**src/design/gce_pkg.sv**
```systemverilog
// ----------------------------------------------------------------------------
// gce_pkg
// Shared constants and types of the glyph color expander.
// ----------------------------------------------------------------------------
package gce_pkg;

  // Number of palette entries the block is built with (2 to 256).
  localparam int unsigned PALETTE_ENTRIES = 16;

  // Palette field widths fixed by the item format.
  localparam int unsigned COLOR_W   = 16;
  localparam int unsigned PAL_IDX_W = 4;

  // Only entries reachable by a 4-bit index are stored.
  localparam int unsigned PAL_DEPTH =
      (PALETTE_ENTRIES < (1 << PAL_IDX_W)) ? PALETTE_ENTRIES : (1 << PAL_IDX_W);
  localparam int unsigned PAL_AW = (PAL_DEPTH > 1) ? $clog2(PAL_DEPTH) : 1;

  // Configuration port widths and register indexes.
  localparam int unsigned CFG_IDX_W  = 8;
  localparam int unsigned CFG_DATA_W = 8;
  localparam logic [CFG_IDX_W-1:0] CFG_GLYPH_WIDTH_MODE = 8'd0;
  localparam logic [CFG_IDX_W-1:0] CFG_LEFT_PIXEL_HIGH  = 8'd1;

  // Request type codes.
  localparam logic REQ_GLYPH_ROW = 1'b0;
  localparam logic REQ_PAL_WRITE = 1'b1;

  // Reset values of the configuration registers.
  localparam logic [1:0] GLYPH_WIDTH_MODE_RST = 2'd1;
  localparam logic       LEFT_PIXEL_HIGH_RST  = 1'b0;

  // Palette write request from the intake to the palette store.
  typedef struct packed {
    logic                 en;
    logic [PAL_IDX_W-1:0] idx;
    logic [COLOR_W-1:0]   color;
  } pal_wr_t;

endpackage

```
**src/design/gce_palette.sv**
```systemverilog
// ----------------------------------------------------------------------------
// gce_palette
// Color palette with one write port and two registered read ports.
// ----------------------------------------------------------------------------
module gce_palette (
  input  logic                              clk_i,
  input  logic                              rst_ni,
  input  gce_pkg::pal_wr_t                  wr_i,
  input  logic                              rd_en_i,
  input  logic [gce_pkg::PAL_IDX_W-1:0]     fg_idx_i,
  input  logic [gce_pkg::PAL_IDX_W-1:0]     bg_idx_i,
  output logic [gce_pkg::COLOR_W-1:0]       fg_color_o,
  output logic [gce_pkg::COLOR_W-1:0]       bg_color_o
);

  logic [gce_pkg::COLOR_W-1:0] mem_q [gce_pkg::PAL_DEPTH];
  logic [gce_pkg::PAL_DEPTH-1:0] valid_q;
  logic [gce_pkg::COLOR_W-1:0] fg_q, bg_q;

  logic wr_in_range, fg_in_range, bg_in_range;
  logic [gce_pkg::PAL_AW-1:0] wr_addr, fg_addr, bg_addr;

  // Indexes past the stored depth write nothing and read as zero.
  assign wr_in_range = {1'b0, wr_i.idx} < (gce_pkg::PAL_IDX_W+1)'(gce_pkg::PAL_DEPTH);
  assign fg_in_range = {1'b0, fg_idx_i} < (gce_pkg::PAL_IDX_W+1)'(gce_pkg::PAL_DEPTH);
  assign bg_in_range = {1'b0, bg_idx_i} < (gce_pkg::PAL_IDX_W+1)'(gce_pkg::PAL_DEPTH);
  assign wr_addr = wr_i.idx[gce_pkg::PAL_AW-1:0];
  assign fg_addr = fg_idx_i[gce_pkg::PAL_AW-1:0];
  assign bg_addr = bg_idx_i[gce_pkg::PAL_AW-1:0];

  always_ff @(posedge clk_i) begin
    if (wr_i.en && wr_in_range) begin
      mem_q[wr_addr] <= wr_i.color;
    end
  end

  // An entry never written since reset reads as zero.
  always_ff @(posedge clk_i or negedge rst_ni) begin
    if (!rst_ni) begin
      valid_q <= '0;
    end else if (wr_i.en && wr_in_range) begin
      valid_q[wr_addr] <= 1'b1;
    end
  end

  always_ff @(posedge clk_i) begin
    if (rd_en_i) begin
      fg_q <= (fg_in_range && valid_q[fg_addr]) ? mem_q[fg_addr] : '0;
      bg_q <= (bg_in_range && valid_q[bg_addr]) ? mem_q[bg_addr] : '0;
    end
  end

  assign fg_color_o = fg_q;
  assign bg_color_o = bg_q;

endmodule

```
**src/design/glyph_color_expander_top.sv**
```systemverilog
// ----------------------------------------------------------------------------
// glyph_color_expander_top
// Expands monochrome font rows into 16-bit-per-pixel words of two pixels.
// ----------------------------------------------------------------------------
// A glyph-row transfer produces 2, 4, 6 or 8 output words (glyph widths 4, 8,
// 12 or 16), one word per cycle unless the receiver stalls, with last_word_o
// set on the final one; the next input item is taken in the cycle that the
// final word is loaded into the output register, so a row holds off further
// input until its final word is loaded. A single word generator walks the
// font row two bits per word. Palette-write transfers give no output; they
// are stored before any later row reads the palette. A palette entry that
// was never written reads as color zero. Configuration writes are accepted
// in every cycle and must only be issued while the block is idle.
// ----------------------------------------------------------------------------
module glyph_color_expander_top (
  input  logic                               clk_i,
  input  logic                               rst_ni,
  // Input item channel.
  input  logic                               in_valid_i,
  output logic                               in_ready_o,
  input  logic                               req_type_i,
  input  logic [15:0]                        font_row_i,
  input  logic [gce_pkg::PAL_IDX_W-1:0]      fg_index_i,
  input  logic [gce_pkg::PAL_IDX_W-1:0]      bg_index_i,
  input  logic [gce_pkg::PAL_IDX_W-1:0]      pal_index_i,
  input  logic [gce_pkg::COLOR_W-1:0]        pal_color_i,
  // Result channel.
  output logic                               out_valid_o,
  input  logic                               out_ready_i,
  output logic [31:0]                        pixel_pair_o,
  output logic                               last_word_o,
  // Configuration write channel.
  input  logic                               cfg_valid_i,
  output logic                               cfg_ready_o,
  input  logic [gce_pkg::CFG_IDX_W-1:0]      cfg_index_i,
  input  logic [gce_pkg::CFG_DATA_W-1:0]     cfg_data_i
);

  // Configuration registers.
  logic [1:0] width_mode_q;
  logic       left_high_q;

  // Job registers of the row being expanded.
  logic        busy_q, busy_d;
  logic [15:0] row_q;
  logic [2:0]  word_q;
  logic [1:0]  job_mode_q;
  logic        job_left_high_q;

  // Output register.
  logic        out_valid_q, out_valid_d;
  logic [31:0] pixel_pair_q;
  logic        last_q;

  logic in_xfer, glyph_xfer, out_load, job_last;
  logic [gce_pkg::COLOR_W-1:0] fg_color, bg_color, left_color, right_color;
  logic [31:0] word;
  gce_pkg::pal_wr_t pal_wr;

  // The configuration port never stalls.
  assign cfg_ready_o = 1'b1;

  always_ff @(posedge clk_i or negedge rst_ni) begin
    if (!rst_ni) begin
      width_mode_q <= gce_pkg::GLYPH_WIDTH_MODE_RST;
      left_high_q  <= gce_pkg::LEFT_PIXEL_HIGH_RST;
    end else if (cfg_valid_i) begin
      case (cfg_index_i)
        gce_pkg::CFG_GLYPH_WIDTH_MODE: width_mode_q <= cfg_data_i[1:0];
        gce_pkg::CFG_LEFT_PIXEL_HIGH:  left_high_q  <= cfg_data_i[0];
        default: ;  // Writes past the register list are dropped.
      endcase
    end
  end

  // The word generator may be loaded whenever the output register is free
  // or is being emptied in this cycle.
  assign out_load = busy_q && (!out_valid_q || out_ready_i);
  // The final word index is 2 * mode + 1.
  assign job_last = (word_q == {job_mode_q, 1'b1});

  // A new item is taken when no row is in work or the current row is
  // handing over its final word right now.
  assign in_ready_o = !busy_q || (out_load && job_last);
  assign in_xfer    = in_valid_i && in_ready_o;
  assign glyph_xfer = in_xfer && (req_type_i == gce_pkg::REQ_GLYPH_ROW);

  assign pal_wr.en    = in_xfer && (req_type_i == gce_pkg::REQ_PAL_WRITE);
  assign pal_wr.idx   = pal_index_i;
  assign pal_wr.color = pal_color_i;

  // Colors are looked up once, at the transfer of the glyph row, and held
  // in the palette read registers for the whole row.
  gce_palette u_palette (
    .clk_i      (clk_i),
    .rst_ni     (rst_ni),
    .wr_i       (pal_wr),
    .rd_en_i    (glyph_xfer),
    .fg_idx_i   (fg_index_i),
    .bg_idx_i   (bg_index_i),
    .fg_color_o (fg_color),
    .bg_color_o (bg_color)
  );

  always_comb begin
    busy_d = busy_q;
    if (glyph_xfer) begin
      busy_d = 1'b1;
    end else if (out_load && job_last) begin
      busy_d = 1'b0;
    end
  end

  always_ff @(posedge clk_i or negedge rst_ni) begin
    if (!rst_ni) begin
      busy_q <= 1'b0;
    end else begin
      busy_q <= busy_d;
    end
  end

  // The row shifts left two bits per word, so the current pixel pair always
  // sits in the top two bits.
  always_ff @(posedge clk_i) begin
    if (glyph_xfer) begin
      row_q           <= font_row_i;
      word_q          <= '0;
      job_mode_q      <= width_mode_q;
      job_left_high_q <= left_high_q;
    end else if (out_load) begin
      row_q  <= {row_q[13:0], 2'b00};
      word_q <= word_q + 3'd1;
    end
  end

  assign left_color  = row_q[15] ? fg_color : bg_color;
  assign right_color = row_q[14] ? fg_color : bg_color;
  assign word = job_left_high_q ? {left_color, right_color} : {right_color, left_color};

  always_comb begin
    out_valid_d = out_valid_q;
    if (out_load) begin
      out_valid_d = 1'b1;
    end else if (out_ready_i) begin
      out_valid_d = 1'b0;
    end
  end

  always_ff @(posedge clk_i or negedge rst_ni) begin
    if (!rst_ni) begin
      out_valid_q <= 1'b0;
    end else begin
      out_valid_q <= out_valid_d;
    end
  end

  always_ff @(posedge clk_i) begin
    if (out_load) begin
      pixel_pair_q <= word;
      last_q       <= job_last;
    end
  end

  assign out_valid_o  = out_valid_q;
  assign pixel_pair_o = pixel_pair_q;
  assign last_word_o  = last_q;

endmodule

```
**config.mk**
```make
export PLATFORM = sky130hd
export DESIGN_NAME = glyph_color_expander_top
export DESIGN_NICKNAME = d
export VERILOG_FILES = /design/src/design/gce_pkg.sv /design/src/design/gce_palette.sv /design/src/design/glyph_color_expander_top.sv
export SDC_FILE = /design/constraint.sdc
export NUM_CORES = 1
export LEC_CHECK = 0
export ABC_CLOCK_PERIOD_IN_PS = 4050
export BUFFER_PORTS_ARGS = -buffer_cell sky130_fd_sc_hd__buf_2
export CORE_ASPECT_RATIO = 1.25
export CORE_MARGIN = 2
export CORE_UTILIZATION = 50
export CTS_BUF_LIST = sky130_fd_sc_hd__clkbuf_8
export CTS_CLUSTER_DIAMETER = 80
export DETAILED_ROUTE_END_ITERATION = 16
export GPL_TIMING_DRIVEN = 0
export PLACE_DENSITY = 0.7
export REMOVE_ABC_BUFFERS = 1
export SLEW_MARGIN = 5
export SYNTH_ARGS = -nofsm -noshare
export SYNTH_HDL_FRONTEND = slang
export SYNTH_SLANG_ARGS = --single-unit
export TNS_END_PERCENT = 20
```
**constraint.sdc**
```tcl
create_clock -name clk_i -period 4.05 [get_ports clk_i]
set_input_delay 0 -clock clk_i [delete_from_list [all_inputs] [get_ports clk_i]]
set_output_delay 0 -clock clk_i [all_outputs]
set_load 0.005 [all_outputs]
```
; Word level (Yosys, flattened, before mapping)
; Memory sizes are Yosys's and may differ from the RTL's. A register that Yosys moved wholly into a read port is not among the register bits.
; Cells that the tools add are included.
[word_totals]
output_inout_bits = 36
memories = 1
ramBits = 256
register_bits = 76
word_cells = 56
inputBits = 66
[classes]
addsub = 1
n_eq_ne = 2
bitwise = 2
reduce_logical = 18
n_lt_le_gt_ge = 4
mux = 17
[mem_list]
columns = memory, words, width, read_ports, rd_ports_with_merged_regs, wr, line_no
row1 = u_palette.mem_q, 16, 16, 2, 2, 1, gce_palette.sv:16  ; logic [gce_pkg::COLOR_W-1:0] mem_q [gce_pkg::PAL_DEPTH];
[ops]
columns = operator, n
row1 = 16-bit 2-to-1 mux, 4
row2 = 32-bit 2-to-1 mux, 1
row3 = 16-bit OR, 1
row4 = 4-bit by 5-bit less-than comparator with 1-bit output (second input constant), 3
row5 = 1-bit 2-to-1 mux, 9
row6 = 1-bit binary-select mux with 4-bit select, 2
row7 = 8-bit by 1-bit == test with 1-bit output (second input constant), 1
row8 = 8-bit logical NOT, 1
row9 = 1-bit logical AND, 6
row10 = 2-bit nonzero test, 3
row11 = 1-bit demux with 4-bit select, 1
row12 = 4-bit by 1-bit >= comparator with 1-bit output (second input constant), 1
row13 = 1-bit logical NOT, 4
row14 = 2-bit AND reduction, 2
row15 = 3-bit by 1-bit adder with 3-bit output (second input constant), 1
row16 = 3-bit == test, 1
row17 = 1-bit logical OR, 2
row18 = 1-bit inverter, 1

; Depth between registers and ports, before layout
[logic_depth]
depth_word = 9
mapped_depth = 7
depth_no_buf = 6

; By module
; A second synthesis with hierarchy kept.
[unflattened]
cells_unflattened = 787
area_unflattened_um2 = 16150.5
[by_module_without_submodules]
columns = mod, area_each_um2, cells_per_inst, instances, seq_area_each_um2
row1 = gce_palette, 13531.7, 635, 1, 9048.7
row2 = glyph_color_expander_top, 2618.8, 152, 1, 1747.9

; Worst setup path after synthesis
; OpenSTA, ideal clock, no wires.
[synth_timing]
kind = reg-to-reg
startpoint = reg out_valid_q (netlist: out_valid_o)
endpoint = mem u_palette.mem_q[13][0] (netlist name), enable pin
path_buffers = 0
required_time_ps = 3618
slack_ps = 904
stages_incl_launch_ff = 4
period_less_slack_ps = 3146
t_arrival_ps = 2714
path_cell_list = dfrtp_1 nor2b_1 o41a_1 nor4_1
[synth_via]
elab_chain_cells = 9
[synth_rtl]
columns = item, line_no
row1 = start: declaration, glyph_color_expander_top.sv:51  ; logic out_valid_q, out_valid_d;
row2 = start signal: assignment, glyph_color_expander_top.sv:153  ; out_valid_q <= out_valid_d;
row3 = 1-bit logical NOT, glyph_color_expander_top.sv:78  ; assign out_load = busy_q && (!out_valid_q || out_ready_i);
row4 = 1-bit logical OR, glyph_color_expander_top.sv:78
row5 = 1-bit logical AND, glyph_color_expander_top.sv:78
row6 = 1-bit logical AND, glyph_color_expander_top.sv:84  ; assign in_ready_o = !busy_q || (out_load && job_last);
row7 = 1-bit logical OR, glyph_color_expander_top.sv:84
row8 = 1-bit logical AND, glyph_color_expander_top.sv:85  ; assign in_xfer = in_valid_i && in_ready_o;
row9 = 1-bit logical AND, glyph_color_expander_top.sv:88  ; assign pal_wr.en = in_xfer && (req_type_i == gce_pkg::REQ_PAL_WRITE);
row10 = 1-bit 2-to-1 mux, gce_palette.sv:32  ; if (wr_i.en && wr_in_range) begin
row11 = 1-bit 2-to-1 mux (not written as such), gce_palette.sv:33  ; mem_q[wr_addr] <= wr_i.color;
row12 = end: declaration, gce_palette.sv:16
; No other way between the ends.

; Worst setup path in the final report
[layout_timing]
startpoint = reg job_mode_q[0]
endpoint = mem u_palette.mem_q[14][14] (netlist name), enable pin
[layout_via]
elab_chain_cells = 7
[layout_rtl]
columns = item, line_no
row1 = start: declaration, glyph_color_expander_top.sv:47  ; logic [1:0] job_mode_q;
row2 = start signal: assignment, glyph_color_expander_top.sv:128  ; job_mode_q <= width_mode_q;
row3 = 3-bit == test, glyph_color_expander_top.sv:80  ; assign job_last = (word_q == {job_mode_q, 1'b1});
row4 = 1-bit logical AND, glyph_color_expander_top.sv:84
row5 = 1-bit logical OR, glyph_color_expander_top.sv:84
row6 = 1-bit logical AND, glyph_color_expander_top.sv:85
row7 = 1-bit logical AND, glyph_color_expander_top.sv:88
row8 = 1-bit 2-to-1 mux, gce_palette.sv:32
row9 = 1-bit 2-to-1 mux (not written as such), gce_palette.sv:33
; No other way between the ends.

==> key figures <==
Yosys
  – Synth unique cells: 38
  – Synth cell count leaders: 340 x edfxtp_1, 136 x mux4_2, 64 x a22oi_1, 49 x mux2_2, 33 x a21oi_1
  – Post-Syn Area per Cell: around 20 um^2
  – Cell area after synthesis: between 15000 and 20000 um^2
  – Synth top area cells: edfxtp_1 64%, mux4_2 19%, mux2_2 3.5%
  – Asr flop ratio synth: under 10%
  – Post-synth EDFFs: 340
  – Synth area leader: edfxtp_1
  – Most frequent cell after synthesis: edfxtp_1
  – Register bit total from synthesis: around 360
  – Dominant synthesized flop cell: edfxtp_1
  – Post-synthesis sequential area ratio: slightly below 70%
  – Syn Inst Count: 791
  – Area share of the largest cell type after synthesis: 64.3%
  – Synth warnings: 0

Global routing
  – Initial antenna violation count: 1
  – First-pass GRT wire length: 55800 um
  – Total GRT Usage: a little under a quarter
  – Number of global-route vias before repair: 9381
  – Largest net degree at the start of global routing: 38
  – Total congestion overflow: 0

Setup path
  – Critical path cell sequence: xor2_1 -> o41a_1 -> or4b_1 -> nor2_2 -> buf_8
  – Top Family by Delay on Critical Path: simple AND/OR/NAND/NOR gates
  – Worst EP required: approximately 4.4 ns
  – CP max stage cell: or4b_1
  – Data arrival, critical path: about 3.4 ns
  – R2r setup slk: 0.93 ns
  – Critical register-to-register path startpoint: job_mode_q[0]$_DFFE_PP_
  – CP endpoint kind: flop
  – Cell count of the worst reg-to-reg path: 5
  – CP bufs+invs: 1
  – Worst Setup SP: job_mode_q[0]$_DFFE_PP_
  – CP startpoint kind: flop
  – Max incr delay on CP: around 0.8 ns
  – R2r endpoint: u_palette.mem_q[14][14]$_DFFE_PP_
  – Worst setup path category: reg -> reg
  – Crit Path Max Fanout: 9

Power
  – Pleak: 6.31 nW
  – Psw: 0.00241 W
  – Peak supply drop: about 0.00030 V
  – Internal power: approximately 0.0068 W
  – Part of the power in registers: between 50% and 60%
  – Combinational share of power: approximately 18%
  – Clk pwr share: between 30% and 40%
  – Sw Ratio: a little over a quarter
  – PD cells: about 490 nW/um^2

Route
  – DRC violation count after routing: 0
  – Final ANT Viol Nets: 0
  – WL per Instance: 26.5 um
  – DRT Wirelength: around 38000 um
  – Via count: around 9000
  – Via density: around 6.2
  – Iteration-0 DRC Markers: between 900 and 1000
  – First drt pass iteration count: 5

Cells and area
  – Filler cells: about 2200
  – P&R area growth vs syn: 18.7%
  – Layout cell share with drive strength beyond 1: about two fifths
  – Final instance area: ~19000 um^2
  – NumNets Final: between 1000 and 1500
  – Final non-filler cell total: around 1400
  – Register area: 10800 um^2
  – Area of the multi-input gates: 4930 um^2

Timing
  – Slew @ Worst Pin: about 1.3 ns
  – Crit share post-route: between 70% and 80%
  – Hold Vio Cnt, Final: 0
  – Min Hold Slack: 0.0491 ns
  – Final count of pins violating max slew: 0
  – Max Clk Rate: between 0.3 and 0.4 GHz
  – Worst setup margin: about 0.93 ns
  – RSZ-0062 raised after global routing: no
  – Final Skew: 0.0162 ns
  – Tmin final: just over 3 ns
  – Worst rel slew slack: a little over a tenth
  – Setup TNS Final: 0 ns
  – Setup-failing EPs final: 0

Hold path
  – HP Class: in -> reg
  – Hold path start: req_type_i
  – WHS Endpoint: row_q[2]$_DFFE_PP_
  – Hold path cells: 3

Clocking
  – Worst-Skew Late Latency: slightly above 0.6 ns
  – TritonCTS buffer count: 55
  – Clock Path Buffers: 3
  – CTS tree: yes
  – Clock root buffer: clkbuf_8
  – Num Clock Sinks: between 300 and 400
  – H-Tree Level Count: 2
  – Worst-path clk slew: approximately 0.060 ns

Die
  – Placeable Area: approximately 31000 um^2
  – Core Rows: 72
  – # IOs: just over 100
  – Die width: 163 um
  – Die footprint: around 33000 um^2
  – Starting Density: 51.1%
  – Chip height: 203 um

Placement
  – Port Buf Inserts: 94
  – Area post-placement: approximately 17000 um^2
  – Post-Place Setup Slack: roughly 0.94 ns
  – Final RePlAce weighted congestion: 0.702
  – Placed cell count: 1268
  – DP HPWL: ~23000 um

Status
  – Status: complete, no violations

Run
  – Total of max-cap violations: 0
## power by group through the flow
stage               Clock, W  Sequential (W)  Combinational (W)
finish               0.00280         0.00480            0.00162
global route         0.00300         0.00483            0.00174
CTS                  0.00283         0.00480            0.00163
detailed placement         0         0.00487            0.00158
global placement           0         0.00485            0.00145
floorplan                  0         0.00484           0.000841
## registers in the layout, indices dropped and copies added, names as in the netlist
name	count
out_valid_o	1
width_mode_q	2
pixel_pair_o	32
u_palette.mem_q	256
job_mode_q	2
u_palette.bg_color_o	16
word_q	3
job_left_high_q	1
last_word_o	1
u_palette.valid_q	16
row_q	16
u_palette.fg_color_o	16
left_high_q	1
busy_q	1
## cell usage in the layout (no fill, tap or decap), types with 5 or more instances in the layout
cell type and instances:
buf_4 11, edfxtp_1 340, buf_16 16, buf_2 90
dfrtp_1 20, mux2_2 49, a21oi_1 33, nand2b_1 5
dlygate4sd3_1 51, mux4_2 136, nor2_2 13, a22oi_1 64
inv_1 16, clkinv_1 13, nand2_1 8, clkbuf_8 59
o21bai_1 9, clkinv_2 8, buf_8 6
## per-stage QoR
step | utilization, % | total power [W]
floorplan | - | 0.00568
global placement | 53.4 | 0.00630
detailed placement | 55.8 | 0.00645
CTS | 60.6 | 0.00926
global route | 60.6 | 0.00957
finish | 60.6 | 0.00921
## worst max path at each step
stage                                        end  slack, ns  cells past startpoint
2_1_floorplan   u_palette.mem_q[13][0]$_DFFE_PP_       0.90                      3
3_3_place_gp    u_palette.valid_q[9]$_DFFE_PN0P_      -1.96                      4
3_5_place_dp   u_palette.mem_q[14][14]$_DFFE_PP_       0.94                      5
4_1_cts        u_palette.mem_q[14][15]$_DFFE_PP_       0.90                      5
5_1_grt        u_palette.mem_q[14][15]$_DFFE_PP_       0.83                      5
6_report       u_palette.mem_q[14][14]$_DFFE_PP_       0.93                      5
## cell type report
class | count | share of cell area, %
diodes | 1 | 0.0133
clock buffers | 59 | 4.31
clock inverters | 38 | 0.996
inverters | 4 | 0.0797
multi-input cells | 368 | 26.1
flip-flops and latches | 364 | 57.3
well taps | 407 | 2.70
repair buffers | 176 | 8.47
## what timing repair did
action	in CTS	in global routing
hold endpoints to repair	318	0
gates resized for setup	0	0
setup buffers	0	0
hold buffers	51	0
## routing by layer
layer / GRT usage [%] / vias to the layer above / routed length (um)
li1: - / 3739 / -
met2: 40.9 / 413 / 19600
met1: 29.4 / 4600 / 14100
met5: 0 / - / 0
met3: 4.45 / 81 / 2770
met4: 7.55 / 0 / 1070
## logic make-up (layout without fill, tap and decap cells)
family                     after synthesis  after routing  synth area share (%)
DFF                                    364            364                  68.0
AOI/OAI and AO/OA                      115            115                  5.07
muxes                                  187            187                  22.9
buffers and inverters                   59            277                  1.64
adders and majority gates                1              1                0.0788
other                                    1              2                0.0236
and+or+nand+nor                         60             60                  2.06
xor gates and xnor gates                 4              4                 0.221
## worst min-delay path: stages
cell      delay [ns]
buf_2           0.09
nand3b_4        0.27
mux2_2          0.20
(Power assumes the default switching activity.)
